**config.mk**
```make
export PLATFORM = sky130hd
export DESIGN_NAME = scx_front
export DESIGN_NICKNAME = d
export VERILOG_FILES = /design/src/rtl/scx_pkg.sv /design/src/rtl/scx_front.sv
export SDC_FILE = /design/constraint.sdc
export NUM_CORES = 1
export LEC_CHECK = 0
export BUFFER_PORTS_ARGS = -buffer_cell sky130_fd_sc_hd__buf_2
export CORE_MARGIN = 5
export CORE_UTILIZATION = 38
export DETAILED_ROUTE_END_ITERATION = 8
export PLACE_DENSITY = 0.61
export SLEW_MARGIN = 20
export SYNTH_ARGS = -nofsm -noshare
export SYNTH_HDL_FRONTEND = slang
export SYNTH_SLANG_ARGS = --single-unit
```
**constraint.sdc**
```tcl
create_clock -name aclk -period 4.9 [get_ports aclk]
set_input_delay 0.245 -clock aclk [delete_from_list [all_inputs] [get_ports aclk]]
set_output_delay 0.245 -clock aclk [all_outputs]
set_load 0.05 [all_outputs]
```
**src/rtl/scx_pkg.sv**
```systemverilog
// Shared types, constants and codes of the stack calculator executor.
`timescale 1ns / 1ps
package scx_pkg;
    localparam int STACK_DEPTH = 128;
    localparam int PTR_W = $clog2(STACK_DEPTH);
    localparam int CNT_W = $clog2(STACK_DEPTH + 1);
    localparam int QUEUE_DEPTH = 2;

    typedef enum logic [2:0] {
        ACT_ADD = 3'd0, ACT_SUB = 3'd1, ACT_MUL = 3'd2, ACT_DIV = 3'd3,
        ACT_PUSH = 3'd4, ACT_POP = 3'd5, ACT_EXIT = 3'd6, ACT_NOP = 3'd7
    } action_t;

    typedef enum logic [2:0] {
        ST_OK = 3'd0, ST_UNDER = 3'd1, ST_OVER = 3'd2, ST_DIVZ = 3'd3, ST_DEPTH = 3'd4
    } status_t;

    // one decoded instruction handed from the front end to the back end
    typedef struct packed {
        action_t     action;
        logic [63:0] immediate;
    } instr_t;

    typedef enum logic [3:0] {
        BE_IDLE, BE_RD1, BE_LOAD, BE_MUL, BE_DIV, BE_WRITE, BE_EXIT_RD,
        BE_EXIT_WAIT, BE_OUT
    } be_state_t;
endpackage

```
**src/rtl/scx_front.sv**
```systemverilog
// Front end: accepts instructions, drops unused codes, and queues them.
`timescale 1ns / 1ps
module scx_front (
    input  logic                   aclk,
    input  logic                   aresetn,
    input  logic                   s_tvalid,
    output logic                   s_tready,
    input  logic [71:0]            s_tdata,
    output logic                   q_valid,
    input  logic                   q_ready,
    output scx_pkg::instr_t        q_data
);
    import scx_pkg::*;

    localparam int QP_W = $clog2(QUEUE_DEPTH);

    instr_t             slot_reg [QUEUE_DEPTH];
    logic [QP_W-1:0]    wr_ptr_reg, wr_ptr_next, rd_ptr_reg, rd_ptr_next;
    logic [QP_W:0]      fill_reg, fill_next;
    logic               push, pop;
    instr_t             in_instr;

    assign in_instr.action    = action_t'(s_tdata[2:0]);
    assign in_instr.immediate = s_tdata[66:3];
    assign s_tready = (fill_reg != (QP_W+1)'(QUEUE_DEPTH));
    // drop the unused code at the door
    assign push    = s_tvalid && s_tready && (in_instr.action != ACT_NOP);
    assign q_valid = (fill_reg != '0);
    assign pop     = q_valid && q_ready;
    assign q_data  = slot_reg[rd_ptr_reg];

    always_comb begin
        wr_ptr_next = push ? wr_ptr_reg + 1'b1 : wr_ptr_reg;
        rd_ptr_next = pop ? rd_ptr_reg + 1'b1 : rd_ptr_reg;
        fill_next   = fill_reg + (QP_W+1)'(push) - (QP_W+1)'(pop);
    end

    always_ff @(posedge aclk) begin
        if (!aresetn) begin
            wr_ptr_reg <= '0;
            rd_ptr_reg <= '0;
            fill_reg   <= '0;
        end else begin
            wr_ptr_reg <= wr_ptr_next;
            rd_ptr_reg <= rd_ptr_next;
            fill_reg   <= fill_next;
        end
    end

    always_ff @(posedge aclk) begin
        if (push) begin
            slot_reg[wr_ptr_reg] <= in_instr;
        end
    end

    property p_no_overfill;
        @(posedge aclk) disable iff (!aresetn) fill_reg <= (QP_W+1)'(QUEUE_DEPTH);
    endproperty
    a_no_overfill: assert property (p_no_overfill) else $error("queue overfilled");

    property p_empty_no_pop;
        @(posedge aclk) disable iff (!aresetn) (fill_reg == '0) |-> !pop;
    endproperty
    a_empty_no_pop: assert property (p_empty_no_pop) else $error("pop from empty queue");

    property p_fill_tracks;
        @(posedge aclk) disable iff (!aresetn)
            (push && !pop) |=> (fill_reg == $past(fill_reg) + 1'b1);
    endproperty
    a_fill_tracks: assert property (p_fill_tracks) else $error("fill count slip");
endmodule

```
Word-level counts from Yosys, hierarchy flattened. Memories as Yosys holds them, arrays and structs flattened. A register that Yosys moved wholly into a read port is not among the register bits. Index checks and enable logic that the tools add are counted. Widths: inputs -> output; s select.

RAM bits: 134. Input port bits: 76. Flip-flop bits (word level): 4. Memories: 1. Output and inout port bits: 69.

Add/sub/neg operators: 4. Eq/ne operators: 2. Multiplexer cells: 4. Reduce and logical (&&, ||, !) cells: 4.

Memories: slot_reg (words 2, bits a word 67, read ports 1, clocked after Yosys merged registers in 1, write ports 1, RTL line scx_front.sv:17) `instr_t slot_reg [QUEUE_DEPTH];`.

Operators with widths (number): $mux 1 (4); $logic_and 1x1->1 (3); $ne 3x3->1 const B (1); $add 1x1->1 const B (2); $add 2x1->2 (1); $ne 2x2->1 const B (1); $reduce_bool 2->1 (1); $sub 2x1->2 (1).

Logic depth before layout (Yosys ltp). Gate-level depths: netlist of the first run.

Depth after elaboration: 5. Mapped depth: 8.

Least setup slack after synthesis of the first run. No wires, ideal clock.

Path type: register to register. From: reg fill_reg[0]. To: mem slot_reg[0][0] (netlist name), enable pin. Path buffers: 0. Stages on the path, launching flop included: 4. Slack: 525 ps. Arrival time: 3883 ps. Setup time: 493 ps. Cells stage by stage: dfxtp_1 nand2b_1 nand3_1 nor2_1.

Longest elaborated chain between the ends: 5.

RTL lines: start, declared (RTL line scx_front.sv:19) `logic [QP_W:0] fill_reg, fill_next;`; start signal, assigned (RTL line scx_front.sv:46) `fill_reg <= fill_next;`; $ne 2x2->1 (RTL line scx_front.sv:25) `assign s_tready = (fill_reg != (QP_W+1)'(QUEUE_DEPTH));`; net s_tready (RTL line scx_front.sv:7) `output logic s_tready,`; $logic_and 1x1->1 (2 in a row) (RTL line scx_front.sv:27) `assign push = s_tvalid && s_tready && (in_instr.action != ACT_NOP);`; $mux 1 (RTL line scx_front.sv:51) `if (push) begin`; $mux 1 (implied by the code) (RTL line scx_front.sv:52) `slot_reg[wr_ptr_reg] <= in_instr;`; end, declared (RTL line scx_front.sv:17).

The timed path passes the listed nets, and every way through them passes these cells.

Final worst setup path of the first run.
From: reg fill_reg[0]. To: mem slot_reg[1][36] (netlist name), enable pin.

Longest elaborated chain between the ends: 5.

RTL lines (RTL line): $ne 2x2->1 (scx_front.sv:25); $logic_and 1x1->1 (2 in a row) (scx_front.sv:27); $mux 1 (scx_front.sv:51); $mux 1 (implied by the code) (scx_front.sv:52).

No other way between the ends.

==> metrics, run 1 <==
CP cell instances nand2b_1 > nand3_1 > nor2_4 > buf_4; CTS H-tree depth 4; Die X 127 um; Crit Path Class register to register; GPL Wtd Cong 0.671; Peak supply drop 363 uV; Tcrit/Tclk final 52.6%; 1st-pass router iterations 4; DR WL/cell 15.9 um; via count 2,654; CTS clk-pin slew, worst paths 0.06 ns; Post-synth top cells edfxtp_1, mux2_2, mux2_4; most frequent cell after synthesis edfxtp_1; Ys Warns 0; initial drt markers 101; Post-Synth Adder-Cell Area 0.483%; total global routing overflow 0; worst slew pin tran 0.904 ns; Post-CTS Setup Repair Bufs 0; syn avg cell area 22.2 um^2; largest net degree at the start of global routing 68; Compound-Gate Fraction of Synth Area 0.145%; status completed; PwrDens 629 nW/um^2; Worst Clk Skew 0.00588 ns; startpoint types register; Post-synth ARST share 0%; CP bufs+invs 1; Synth Area in XOR/XNOR 0.507%; crit path DAT 2.62 ns; global-route wire length before repair 14,400 um; worst stage delay on the critical path 0.78 ns; number of remaining DRC errors 0; Synth Cell Area 5190 um^2; Finished Core Util 51.2%; critical path's top delay family simple AND/OR/NAND/NOR gates; die area 16,100 um^2; Starting Density 39.0%; CP endpoint kind register; Synth area leaders edfxtp_1, mux2_4, mux2_2; leakage 2.61 nW; Tmin final 2.58 ns; CTS tree done; port buffer count 139; worst relative slew slack 39.6%; max frequency 388 MHz; area post-placement 6080 um^2; max-cap check violation count 0; Final Net Count 474; layout cells sized above 1 58.9%; Final TNS setup 0 ns; register area share after synthesis 79.5%; All-Layer GR Usage 11.9%; dpl hpwl 5950 um; Hold/Removal Path Class primary input to register; simple-gate area share of the yosys netlist 1.21%; FF-to-FF setup slack 2.32 ns; fin area 6810 um^2; Synth top area share 77.6%; Fin. Hold Viols 0; Seq cells post-synth 139; clk buf depth 2; Yosys top cell by area edfxtp_1; Final ANT Viol Nets 0; Placed Cells 544; initial antenna violation count 0; CP max-delay cell nor2_4; I/O pin cnt 145; unrepaired setup endpoints after global routing false; Synth Instances 234; vias in the first global route 2,904; CP Max Fanout 38; Post-synth EDFFs 134; row cnt 42; post-CTS sizing 0; post-synth cell types 19; TritonCTS buffer count 17; root buffer cell clkbuf_16; Setup violations, final 0; max-slew violation count 0; Die Height 127 um; Top FF cell, synth edfxtp_1; Vias/cell 4.54; # diodes 0; worst hold slack 0.0231 ns; final wirelength 9310 um; Non-Filler Instances 585; main combinational cell family by area after synthesis multiplexers; Syn Nets 312; CTS Hold Bufs 7; post-synthesis mux area share 16.9%; max reg flops 134; clk_lat worst skew 0.41 ns; Area growth, synth to finish 31.3%; Clock Sinks 139; core area 13,300 um^2; CP Data Required Time 4.94 ns
[per-stage QoR]
stage	worst slack (ns)	power, mW
2_1_floorplan	0.525	2.70
3_3_place_gp	2.33	2.96
3_5_place_dp	2.28	2.98
4_1_cts	2.26	4.35
5_1_grt	2.15	4.46
6_report	2.32	4.28
[per-layer routing]
metal  wire length, um  track usage, %  up-vias  part of all wire [%]
met3               613            4.54       17                   6.6
met1              3800            13.6     1295                    41
met5                 0               0        -                     0
met4               197            5.68        0                   2.1
li1                  -               -     1251                     -
met2              4700            19.6       91                    51
[cells by family after synthesis]
| logic type | after synthesis |
|---|---|
| flops | 139 |
| mux | 68 |
| simple gates | 12 |
| buf+inv | 9 |
| xor+xnor | 3 |
| fa+ha+maj | 2 |
| compound gates | 1 |
[layout make-up]
class                           count  area, um^2
Clock buffer                       19         433
Clock inverter                     13         199
Fill cell                        1112        6480
Inverter                            2        7.51
Multi-Input combinational cell     86        1010
Sequential cell                   139        4130
Tap cell                          176         220
Timing Repair Buffer              150         811
[worst paths after layout]
path | from | endpoint | cells past startpoint
worst max-delay path | fill_reg[0] | slot_reg[1][36] | 4
worst min-delay path | s_tdata[45] | slot_reg[0][42] | 1
worst max register to register | fill_reg[0] | slot_reg[1][36] | 4
worst min register to register | wr_ptr_reg | wr_ptr_reg | 2
[cells in the final DEF (no fill, tap or decap), drive strengths merged]
cell type	count
buf	142
edfxtp	134
mux2	67
clkbuf	19
dlygate4sd3	8
clkinv	8
bufinv	5
dfxtp	5
xnor2	3
inv	2
nand3	2
nor2	2
nor2b	2
and2	2
nand2	2
ha	2
o21a	1
nand2b	1
or2	1
mux2i	1
[report_power, final]
group / switching [mW] / internal (mW)
Combinational: 0.939 / 0.419
Sequential: 0.0831 / 1.49
Clock: 0.451 / 0.898
Note: power is estimated with default switching activity, not from simulation.
==> inputs of run 2 (changes only) <==
--- a/config.mk
+++ b/config.mk
@@ -5,11 +5,12 @@
 export SDC_FILE = /design/constraint.sdc
 export NUM_CORES = 1
 export LEC_CHECK = 0
+export ABC_AREA = 1
 export BUFFER_PORTS_ARGS = -buffer_cell sky130_fd_sc_hd__buf_2
 export CORE_MARGIN = 5
 export CORE_UTILIZATION = 38
 export DETAILED_ROUTE_END_ITERATION = 8
-export PLACE_DENSITY = 0.61
+export PLACE_DENSITY = 0.64
 export SLEW_MARGIN = 20
 export SYNTH_ARGS = -nofsm -noshare
 export SYNTH_HDL_FRONTEND = slang
==> constraint.sdc (replaced) <==
create_clock -name aclk -period 2.35 [get_ports aclk]
set_input_delay 0.1175 -clock aclk [delete_from_list [all_inputs] [get_ports aclk]]
set_output_delay 0.1175 -clock aclk [all_outputs]
set_load 0.05 [all_outputs]
==> run 2 against run 1 <==
Via count up 10%. Global-route usage is 0.62 points higher. Clock power up 91%. Clock-buffer cell count decreased by 1. First-iteration DRC count increased by 56%. Flip-flop and latch count unchanged. Core utilization increased by 4.3 points. Combinational power grew 120%. Sequential power is 110% higher. Clock skew fell by 0.0018 ns. Sequential share of layout area decreased by 4.9 points. Area after synthesis is 0.29% higher. Largest power group unchanged. Highest routed layer unchanged.
==> metrics, run 2 <==
status completed; hold depth 5; Post-CTS Setup Repair Bufs 0; Post-synth top cells edfxtp_1, mux2_2, mux2_4; All-Layer GR Usage 12.5%; post-synth cell types 15; share of total power in sequential cells 36.9%; CP endpoint kind output port; Worst Clk Skew 0.00409 ns; # diodes 0; I/O pin cnt 145; Top FF cell, synth edfxtp_1; Hold/Removal Path Class primary input to register; dpl hpwl 6290 um; row cnt 42; PwrDens 1190 nW/um^2; RR Startpoint fill_reg[0]; Synth Instances 246; most frequent cells in the layout buf_2, edfxtp_1, dlygate4sd3_1; setup slack after layout 0.422 ns; worst relative slew slack 63.8%; worst hold slack 0.102 ns; final wirelength 9840 um; most common cell after layout, fill and taps aside buf_2; Vias/cell 4.44; Fin. Hold Viols 0; Final Net Count 550; crit path DAT 1.81 ns; CP Data Required Time 2.23 ns; Yosys top cell by area edfxtp_1; Tmin final 1.93 ns; startpoint types register; Worst Min Path Start s_tvalid; FF-to-FF setup slack 0.62 ns; Syn Nets 324; total global routing overflow 0; fin area 7410 um^2; Synth Cell Area 5200 um^2; area post-placement 6140 um^2; CTS tree done; DR WL/cell 14.9 um; Area growth, synth to finish 42.4%; Sw Share 35.2%; GPL Wtd Cong 0.715; leakage 2.89 nW; initial antenna violation count 0; Seq cells post-synth 139; worst slew pin tran 0.543 ns; max reg flops 134; root buffer cell clkbuf_16; Synth top area share 77.4%; Pwr Total 8.82 mW; Die Height 127 um; Crit Path Class register to output port; P_sw 3.11 mW; register area share after synthesis 79.3%; die area 16,100 um^2; internal power 5.72 mW; largest net degree at the start of global routing 42; initial drt markers 158; Starting Density 39.0%; Placed Cells 561; max-cap check violation count 0; Synth area leaders edfxtp_1, mux2_4, mux2_2; 1st-pass router iterations 4; clk_lat worst skew 0.40 ns; Non-Filler Instances 661; vias in the first global route 3,154; Comb power frac 33.9%; via count 2,932; Final ANT Viol Nets 0; end of the worst register-to-register path slot_reg[0][45]; number of remaining DRC errors 0; layout cells sized above 1 50.9%; unrepaired setup endpoints after global routing false; Worst Reg-to-Reg Cells 7; core area 13,300 um^2; TritonCTS buffer count 17; Ys Warns 0; Post-synth EDFFs 134; max frequency 519 MHz; CTS clk-pin slew, worst paths 0.06 ns; syn avg cell area 21.1 um^2; CTS H-tree depth 4; clk buf depth 2; Post-synth ARST share 0%; Tcrit/Tclk final 82.0%; CP Max Fanout 15; Die X 127 um; max-slew violation count 0; Final TNS setup 0 ns; Clock Sinks 139; Post-Place Setup Slack 0.606 ns; port buffer count 139; Finished Core Util 55.5%; Setup violations, final 0; Peak supply drop 533 uV; most frequent cell after synthesis edfxtp_1; global-route wire length before repair 15,600 um; Worst Hold Path EP wr_ptr_reg; clock share of power 29.3%
==> run 2: changes by cell type in the layout (fill, tap and decap cells not counted), moves of 3 or more <==
cell	before	now
buf_4	2	6
clkinv_2	3	6
clkinv_4	3	0
clkinvlp_4	0	5
dlygate4sd3_1	8	68
inv_1	2	6
nand2_1	2	9
nor2_1	0	9
==> run 2: how the worst max path moves through the flow <==
stage	from	end	depth (start not counted)
after floorplan	fill_reg[0]	slot_reg[0][0]	6
after global placement	fill_reg[0]	slot_reg[0][20]	7
after detailed placement	fill_reg[0]	slot_reg[0][20]	7
after CTS	register	q_data[21]	3
after global routing	register	q_data[21]	3
final	register	q_data[21]	3
==> run 2: power by group through the flow <==
| stage | logic [mW] | clock network [mW] | registers (mW) |
|---|---|---|---|
| after floorplan | 2.37 | 0 | 3.25 |
| after global placement | 2.92 | 0 | 3.29 |
| after detailed placement | 2.94 | 0 | 3.31 |
| after CTS | 3.03 | 2.65 | 3.26 |
| after global routing | 3.15 | 2.78 | 3.28 |
| final | 2.99 | 2.58 | 3.25 |
==> run 2: kinds of logic (layout without fill, tap and decap cells) <==
logic type / count (synthesis) / count (layout) / share of synthesized area (%)
AO/OA/AOI/OAI: 1 / 1 / 0.144
XOR/XNOR: 1 / 1 / 0.168
adder cells (fa/ha/maj): 2 / 2 / 0.481
buffers and inverters: 14 / 253 / 1.59
flip-flops: 139 / 139 / 79.3
multiplexers: 67 / 67 / 16.7
AND/OR/NAND/NOR: 22 / 22 / 1.66
==> run 2: worst max-delay path: stages (launching register included) <==
cell     delay [ns]
dfxtp_4        0.48
buf_4          0.33
mux2_2         0.37
buf_2          0.22
==> run 2: layer usage <==
metal / GRT usage [%] / vias to the layer above / share of wire, %
met3: 5.26 / 7 / 7.9
met2: 21.3 / 113 / 51
met4: 4.29 / 0 / 0.85
met5: 0 / - / 0
li1: - / 1401 / -
met1: 14.2 / 1411 / 41
==> run 2: cell type report <==
class / instances / area [um^2]
fillers: 1076 / 5940
flip-flops and latches: 139 / 4130
repair buffers: 214 / 1440
multi-input cells: 93 / 1000
clock buffers: 18 / 429
well taps: 176 / 220
clock inverters: 14 / 154
inverters: 7 / 30.0
==> run 2: timing repair <==
action / 4_1_cts / 5_1_grt
gates resized for setup: 0 / 0
hold buffers: 68 / 0
hold endpoints to repair: 139 / 0
